`src/rtl/hsv_pkg.sv`:
```
package hsv_pkg;

  localparam int HueW    = 9;
  localparam int ChanW   = 8;
  localparam int SectorW = 4;
  localparam int FracW   = 6;
  localparam int NumW    = 14;
  localparam int ProdW   = 22;
  localparam int CfgIdxW = 2;
  localparam int Lanes   = 3;

  // hue / 60 by reciprocal: exact for every 9-bit hue
  localparam int              SectorRecipW = 11;
  localparam logic [10:0]     SectorRecip  = 11'd1093;
  localparam int              SectorShift  = 16;

  // level / 15300 by reciprocal: estimate is the quotient or one below it
  localparam int              LevelRecipW  = 17;
  localparam logic [16:0]     LevelRecip   = 17'd70179;
  localparam int              LevelShift   = 30;

  localparam logic [HueW-1:0]  FullTurn    = 9'd360;
  localparam logic [FracW-1:0] SectorDeg   = 6'd60;
  localparam logic [NumW-1:0]  UnitXSector = 14'd15300;

  localparam logic [CfgIdxW-1:0] CfgSaturation = 2'd0;
  localparam logic [CfgIdxW-1:0] CfgBrightness = 2'd1;

  localparam logic [ChanW-1:0] SatReset = 8'd255;
  localparam logic [ChanW-1:0] ValReset = 8'd153;

  localparam logic [SectorW-1:0] Sector0 = 4'd0;
  localparam logic [SectorW-1:0] Sector1 = 4'd1;
  localparam logic [SectorW-1:0] Sector2 = 4'd2;
  localparam logic [SectorW-1:0] Sector3 = 4'd3;
  localparam logic [SectorW-1:0] Sector4 = 4'd4;

  // lane order of the three levels
  localparam int LaneQ = 0;
  localparam int LaneT = 1;
  localparam int LaneP = 2;

  typedef logic [ChanW-1:0]   chan_t;
  typedef logic [SectorW-1:0] sector_t;
  typedef logic [FracW-1:0]   frac_t;
  typedef logic [NumW-1:0]    num_t;
  typedef logic [ProdW-1:0]   prod_t;

  typedef struct packed {
    chan_t red;
    chan_t green;
    chan_t blue;
  } rgb_t;

  function automatic rgb_t route(sector_t sector, chan_t v, chan_t p, chan_t q, chan_t t);
    rgb_t res;
    case (sector)
      Sector0: res = '{red: v, green: t, blue: p};
      Sector1: res = '{red: q, green: v, blue: p};
      Sector2: res = '{red: p, green: v, blue: t};
      Sector3: res = '{red: p, green: q, blue: v};
      Sector4: res = '{red: t, green: p, blue: v};
      default: res = '{red: v, green: p, blue: q};
    endcase
    return res;
  endfunction

endpackage

```
`src/rtl/hsv_hue_if.sv`:
```
interface hsv_hue_if;
  import hsv_pkg::*;

  logic            valid;
  logic            ready;
  logic [HueW-1:0] hue_degrees;

  modport source (output valid, output hue_degrees, input ready);
  modport sink   (input valid, input hue_degrees, output ready);
endinterface

```
`src/rtl/hsv_rgb_if.sv`:
```
interface hsv_rgb_if;
  import hsv_pkg::*;

  logic             valid;
  logic             ready;
  logic [ChanW-1:0] red;
  logic [ChanW-1:0] green;
  logic [ChanW-1:0] blue;

  modport source (output valid, output red, output green, output blue, input ready);
  modport sink   (input valid, input red, input green, input blue, output ready);
endinterface

```
`src/rtl/hsv_cfg_if.sv`:
```
interface hsv_cfg_if;
  import hsv_pkg::*;

  logic               valid;
  logic               ready;
  logic [CfgIdxW-1:0] index;
  logic [ChanW-1:0]   data;

  modport source (output valid, output index, output data, input ready);
  modport sink   (input valid, input index, input data, output ready);
endinterface

```
`src/rtl/hsv_to_rgb_converter.sv`:
```
// HSV to RGB converter.
// in_hue  : one hue item (0..360 degrees, 360 is 0) per valid/ready handshake.
// out_rgb : one red/green/blue item for every hue item, in order.
// cfg_wr  : register writes, index 0 saturation, index 1 brightness (n/255);
//           other indices are ignored. Always ready. Write only while idle.
// Rate    : one item per cycle while out_rgb is not stalled; a six-stage
//           pipeline (sector, remainder, saturation product, brightness
//           product, reciprocal estimate, correction and sector mux), one
//           multiply per lane in the product, estimate and correction stages.
// Stalls  : each stage holds while the stage after it is full and held, so
//           bubbles are squeezed out and in_hue.ready only drops once every
//           stage is occupied behind a stalled out_rgb.
// Reset   : rst_n synchronous, active low; empties the pipeline and loads
//           saturation 255 and brightness 153.
module hsv_to_rgb_converter (
  input  logic             clk,
  input  logic             rst_n,
  hsv_hue_if.sink          in_hue,
  hsv_rgb_if.source        out_rgb,
  hsv_cfg_if.sink          cfg_wr
);
  import hsv_pkg::*;

  localparam int Stages = 6;

  logic [Stages-1:0] v_r;
  logic [Stages-1:0] en;

  chan_t sat_r;
  chan_t val_r;

  // stage 1
  logic [HueW-1:0] s1_hue_r;
  sector_t         s1_sector_r;
  chan_t           s1_sat_r;
  chan_t           s1_val_r;
  // stage 2
  sector_t         s2_sector_r;
  frac_t           s2_frac_r [Lanes];
  chan_t           s2_sat_r;
  chan_t           s2_val_r;
  // stage 3
  sector_t         s3_sector_r;
  num_t            s3_num_r [Lanes];
  chan_t           s3_val_r;
  // stage 4
  sector_t         s4_sector_r;
  prod_t           s4_x_r [Lanes];
  chan_t           s4_val_r;
  // stage 5
  sector_t         s5_sector_r;
  prod_t           s5_x_r [Lanes];
  chan_t           s5_est_r [Lanes];
  chan_t           s5_val_r;
  // output
  rgb_t            out_r;

  logic [HueW+SectorRecipW-1:0]  sec_prod;
  sector_t                       sector_nxt;
  logic [HueW-1:0]               rem_full;
  frac_t                         rem_nxt;
  logic [ProdW+LevelRecipW-1:0]  est_prod [Lanes];
  prod_t                         chk      [Lanes];
  chan_t                         lev_nxt  [Lanes];

  // stage enables
  always_comb begin
    en[Stages-1] = !v_r[Stages-1] || out_rgb.ready;
    for (int k = Stages - 2; k >= 0; k--) begin
      en[k] = !v_r[k] || en[k+1];
    end
  end

  assign in_hue.ready = en[0];
  assign cfg_wr.ready = 1'b1;

  always_ff @(posedge clk) begin
    if (!rst_n) begin
      v_r   <= '0;
      sat_r <= SatReset;
      val_r <= ValReset;
    end else begin
      if (en[0]) begin
        v_r[0] <= in_hue.valid;
      end
      for (int k = 1; k < Stages; k++) begin
        if (en[k]) begin
          v_r[k] <= v_r[k-1];
        end
      end
      if (cfg_wr.valid) begin
        unique case (cfg_wr.index)
          CfgSaturation: sat_r <= cfg_wr.data;
          CfgBrightness: val_r <= cfg_wr.data;
          default: ;
        endcase
      end
    end
  end

  // stage 1: sector
  always_comb begin
    sec_prod   = in_hue.hue_degrees * SectorRecip;
    sector_nxt = (in_hue.hue_degrees == FullTurn) ? Sector0
                 : sec_prod[SectorShift +: SectorW];
  end

  always_ff @(posedge clk) begin
    if (en[0]) begin
      s1_hue_r    <= (in_hue.hue_degrees == FullTurn) ? '0 : in_hue.hue_degrees;
      s1_sector_r <= sector_nxt;
      s1_sat_r    <= sat_r;
      s1_val_r    <= val_r;
    end
  end

  // stage 2: remainder and the three fractions
  always_comb begin
    rem_full = s1_hue_r - HueW'(s1_sector_r) * HueW'(SectorDeg);
    rem_nxt  = rem_full[FracW-1:0];
  end

  always_ff @(posedge clk) begin
    if (en[1]) begin
      s2_sector_r        <= s1_sector_r;
      s2_frac_r[LaneQ]   <= rem_nxt;
      s2_frac_r[LaneT]   <= SectorDeg - rem_nxt;
      s2_frac_r[LaneP]   <= SectorDeg;
      s2_sat_r           <= s1_sat_r;
      s2_val_r           <= s1_val_r;
    end
  end

  // stage 3: 15300 - sat*frac
  always_ff @(posedge clk) begin
    if (en[2]) begin
      s3_sector_r <= s2_sector_r;
      s3_val_r    <= s2_val_r;
      for (int i = 0; i < Lanes; i++) begin
        s3_num_r[i] <= UnitXSector - NumW'(s2_sat_r) * NumW'(s2_frac_r[i]);
      end
    end
  end

  // stage 4: val * num
  always_ff @(posedge clk) begin
    if (en[3]) begin
      s4_sector_r <= s3_sector_r;
      s4_val_r    <= s3_val_r;
      for (int i = 0; i < Lanes; i++) begin
        s4_x_r[i] <= s3_val_r * s3_num_r[i];
      end
    end
  end

  // stage 5: quotient estimate
  always_comb begin
    for (int i = 0; i < Lanes; i++) begin
      est_prod[i] = s4_x_r[i] * LevelRecip;
    end
  end

  always_ff @(posedge clk) begin
    if (en[4]) begin
      s5_sector_r <= s4_sector_r;
      s5_val_r    <= s4_val_r;
      for (int i = 0; i < Lanes; i++) begin
        s5_x_r[i]   <= s4_x_r[i];
        s5_est_r[i] <= est_prod[i][LevelShift +: ChanW];
      end
    end
  end

  // stage 6: correct estimate, sector mux
  always_comb begin
    for (int i = 0; i < Lanes; i++) begin
      chk[i]     = s5_x_r[i] - ProdW'(s5_est_r[i]) * ProdW'(UnitXSector);
      lev_nxt[i] = (chk[i] >= ProdW'(UnitXSector)) ? s5_est_r[i] + 1'b1 : s5_est_r[i];
    end
  end

  always_ff @(posedge clk) begin
    if (en[5]) begin
      out_r <= route(s5_sector_r, s5_val_r, lev_nxt[LaneP], lev_nxt[LaneQ], lev_nxt[LaneT]);
    end
  end

  assign out_rgb.valid = v_r[Stages-1];
  assign out_rgb.red   = out_r.red;
  assign out_rgb.green = out_r.green;
  assign out_rgb.blue  = out_r.blue;

endmodule

```
`src/flat_wrapper.sv`:
```
// flat-port wrapper written by rule: the top's interface ports become plain ports
module hsv_to_rgb_converter_flat import hsv_pkg::*;
  (clk, rst_n, in_hue_valid, in_hue_hue_degrees, in_hue_ready, out_rgb_valid, out_rgb_red, out_rgb_green, out_rgb_blue, out_rgb_ready, cfg_wr_valid, cfg_wr_index, cfg_wr_data, cfg_wr_ready);
  hsv_hue_if in_hue_i ();
  hsv_rgb_if out_rgb_i ();
  hsv_cfg_if cfg_wr_i ();
  input  logic clk;
  input  logic rst_n;
  input wire logic [$bits(in_hue_i.valid)-1:0] in_hue_valid;
  input wire logic [$bits(in_hue_i.hue_degrees)-1:0] in_hue_hue_degrees;
  output wire logic [$bits(in_hue_i.ready)-1:0] in_hue_ready;
  output wire logic [$bits(out_rgb_i.valid)-1:0] out_rgb_valid;
  output wire logic [$bits(out_rgb_i.red)-1:0] out_rgb_red;
  output wire logic [$bits(out_rgb_i.green)-1:0] out_rgb_green;
  output wire logic [$bits(out_rgb_i.blue)-1:0] out_rgb_blue;
  input wire logic [$bits(out_rgb_i.ready)-1:0] out_rgb_ready;
  input wire logic [$bits(cfg_wr_i.valid)-1:0] cfg_wr_valid;
  input wire logic [$bits(cfg_wr_i.index)-1:0] cfg_wr_index;
  input wire logic [$bits(cfg_wr_i.data)-1:0] cfg_wr_data;
  output wire logic [$bits(cfg_wr_i.ready)-1:0] cfg_wr_ready;
  assign in_hue_i.valid = in_hue_valid;
  assign in_hue_i.hue_degrees = in_hue_hue_degrees;
  assign in_hue_ready = in_hue_i.ready;
  assign out_rgb_valid = out_rgb_i.valid;
  assign out_rgb_red = out_rgb_i.red;
  assign out_rgb_green = out_rgb_i.green;
  assign out_rgb_blue = out_rgb_i.blue;
  assign out_rgb_i.ready = out_rgb_ready;
  assign cfg_wr_i.valid = cfg_wr_valid;
  assign cfg_wr_i.index = cfg_wr_index;
  assign cfg_wr_i.data = cfg_wr_data;
  assign cfg_wr_ready = cfg_wr_i.ready;
  hsv_to_rgb_converter u_core (.clk(clk), .rst_n(rst_n), .in_hue(in_hue_i), .out_rgb(out_rgb_i), .cfg_wr(cfg_wr_i));
endmodule
```
`config.mk`:
```
export PLATFORM = sky130hd
export DESIGN_NAME = hsv_to_rgb_converter_flat
export DESIGN_NICKNAME = d
export VERILOG_FILES = /design/src/rtl/hsv_pkg.sv /design/src/rtl/hsv_hue_if.sv /design/src/rtl/hsv_rgb_if.sv /design/src/rtl/hsv_cfg_if.sv /design/src/rtl/hsv_to_rgb_converter.sv /design/src/flat_wrapper.sv
export SDC_FILE = /design/constraint.sdc
export NUM_CORES = 2
export LEC_CHECK = 0
export BUFFER_PORTS_ARGS = -buffer_cell sky130_fd_sc_hd__buf_2
export CAP_MARGIN = 0
export CORE_MARGIN = 8
export CORE_UTILIZATION = 55
export CTS_CLUSTER_SIZE = 28
export DETAILED_ROUTE_END_ITERATION = 10
export GPL_ROUTABILITY_DRIVEN = 1
export HOLD_SLACK_MARGIN = 0.03
export PLACE_DENSITY = 0.74
export REMOVE_ABC_BUFFERS = 1
export SLEW_MARGIN = 20
export SYNTH_ARGS = -nofsm -noshare
export SYNTH_HDL_FRONTEND = slang
export SYNTH_SLANG_ARGS = --single-unit
export TNS_END_PERCENT = 30
```
`constraint.sdc`:
```
create_clock -name clk -period 6.1 [get_ports clk]
set_input_delay 0.305 -clock clk [delete_from_list [all_inputs] [get_ports clk]]
set_output_delay 0.305 -clock clk [all_outputs]
set_load 0.1 [all_outputs]
```
==> run summary <==
Initial DRT Pass Iterations: 6
CTS tree: built
area occupied by multi-input gates: 32600 sq um
die area: 92100 sq um
Async S/R FF share, synth: 0%
CTS Sinks: 325
Die Ht: 303 microns
post-synthesis sequential area ratio: 21.0%
P&R area growth vs syn: 12.6%
largest net degree at the start of global routing: 76
Worst-path clk slew: 0.06 ns
number of DRC markers in iteration 0: 1710
startpoint types: flop
skew final: 0.0215 ns
period utilization: 104%
Die Wd: 303 microns
initial antenna violation count: 2
vias in the first global route: 33300
diode count: 0
routed vias: 31900
final setup TNS: -3.95 ns
Final ANT Viol Nets: 0
crit path kind: reg -> reg
DR WL/cell: 16.0 microns
main flop type after synthesis: edfxtp_1
unrepaired setup endpoints after global routing: true
port bufs: 49
fillers: 6578
Netlist cell types: 102
FF/Latch Area: 9540 sq um
placed wire-length estimate: 78.1 mm
Overall Global Routing Usage: 21.2%
Setup crit end kind: flop
worst hold-check path type: in -> reg
Final Max Tran Viols: 0
num rows: 105
Final Setup Violations: 24
vias per inst: 5.38
first-pass GRT wire length: 160 mm
Initial Utilization: 55.5%
WP data arrival: 6.68 ns
share of the synthesized area in the top cell type: 24.1%
core area: 82000 sq um
Worst Path Required: 6.42 ns
num ports: 51
WL final: 95.2 mm
Num CTS Buffers: 41
clk_lat worst skew: 0.57 ns
cells after synthesis: 4517
syn avg cell area: 10.1 sq um
gp weighted congestion: 0.945
EDFF count, synth: 303
root buf cell: clkbuf_16
nets: 6257
Final Hold Vio Count: 0
Cell Area, Synth: 45500 sq um
grt total ovfl: 0
YS warnings: 0
f_max: 0.157 GHz
violated checks: negative setup slack
CTS Buffer Depth: 3
max_cap viols: 0
Max transition margin: 32.5%
Synth area leader: ha_1
Slew @ Worst Pin: 1.01 ns
cell with the most instances after synthesis: inv_1
H-Tree Depth: 2
status: finished with violations
CP Max Fanout: 5
post-layout min period: 6.36 ns
most common library cells after synthesis: inv_1, ha_1, fa_1, nand2_1, edfxtp_1
final worst slack: -0.259 ns
drc violations: 0
dominant cells by area after synthesis: ha_1, fa_1, edfxtp_1
synthesized flop and latch total: 325
layout cells sized above 1: 11.5%
-- final timing paths --
kind,start,to,cells past startpoint,slack (ns)
worst max-delay path,u_core.s5_est_r[0][2],u_core.out_rgb.blue[1],22,-0.26
worst min register to register,u_core.s2_sector_r[2],u_core.s3_sector_r[2],0,0.41
worst max register to register,u_core.s5_est_r[0][2],u_core.out_rgb.blue[1],22,-0.26
worst min-delay path,rst_n,u_core.val_r[3],2,0.11
-- sequential cells by signal (all words and copies together) (netlist names), 11 cells and up --
signal / flops
u_core.s4_x_r: 63
u_core.s5_est_r: 24
u_core.s3_num_r: 39
u_core.s2_frac_r: 11
u_core.s5_x_r: 60
-- area by class of cell --
type,count,area share (%)
multi-input combinational,3104,63.6
sequential,325,18.6
inverter,1018,7.46
timing repair buffer,342,4.99
tap,1070,2.61
clock buffer,47,2.15
clock inverter,27,0.511
-- worst max-delay path, stage by stage (launching register included) --
cell	delay, ns
edfxtp_1	0.50
fa_2	0.59
inv_1	0.06
fa_1	0.53
inv_1	0.05
fa_1	0.53
fa_1	0.42
ha_1	0.32
and3_1	0.18
a31o_2	0.21
nor4_4	0.04
or3_1	0.33
xnor2_1	0.15
ha_1	0.35
nand2_2	0.08
nor2_1	0.04
a211oi_1	0.19
o31ai_1	0.12
xor2_1	0.18
a311oi_4	0.35
nand3_4	0.16
mux2_4	0.35
a221o_1	0.34
-- routing by layer --
metal	vias to the layer above	share of wire (%)	track usage [%]
met4	0	2.6	5.56
met2	655	49	37.2
li1	15400	-	-
met5	-	0	0
met3	157	4.6	2.60
met1	15700	44	27.7
-- cells in the final DEF, fill, tap and decap left out, types with 16 or more instances in the layout --
cell	count
buf_2	49
buf_4	264
and3_1	21
xnor2_1	125
a21o_1	54
nand2b_1	27
nand4_1	22
o211ai_1	24
xor2_1	50
nand3_1	45
nor3_1	51
a21oi_1	125
fa_1	517
or3_1	19
o21a_1	35
o21ai_0	74
a211oi_1	16
clkbuf_16	43
edfxtp_1	303
a31oi_1	18
and2_1	216
nor2b_1	32
inv_1	1008
ha_4	19
dfxtp_1	22
nand2_1	324
ha_1	854
nor2_1	129
-- cells by family after synthesis --
group | Yosys count | share of synthesized area (%)
fa+ha+maj | 1401 | 47.2
other cells | 1 | 0.00825
buf+inv | 1088 | 9.01
xor+xnor | 188 | 3.67
mux | 18 | 0.416
simple gates | 948 | 10.5
flops | 325 | 21.0
compound gates | 548 | 8.19
-- timing repair --
item / CTS / global route
endpoints found under the hold margin: 21 / 0
setup buffers: 18 / 9
pin swaps: 65 / 61
setup endpoints to repair: 24 / 28
gates resized for setup: 80 / 99
hold buffers: 13 / 0
-- through the flow --
stage	hold WS, ns	cells	util [%]	cell area, sq um	setup WS (ns)
final	0.111	5933	62.5	51200	-0.259
after global routing	0.115	5933	62.5	51200	-0.496
after CTS	0.0787	5925	61.8	50700	-0.225
after detailed placement	0.405	5821	59.4	48700	-0.593
after global placement	0.400	5821	59.4	48700	-0.476
after floorplan	0.367	4447	-	45200	-0.293
Power is left out: the tool's default activity adds up to more than one toggle a clock period on the data nets, which glitch-free logic cannot reach.
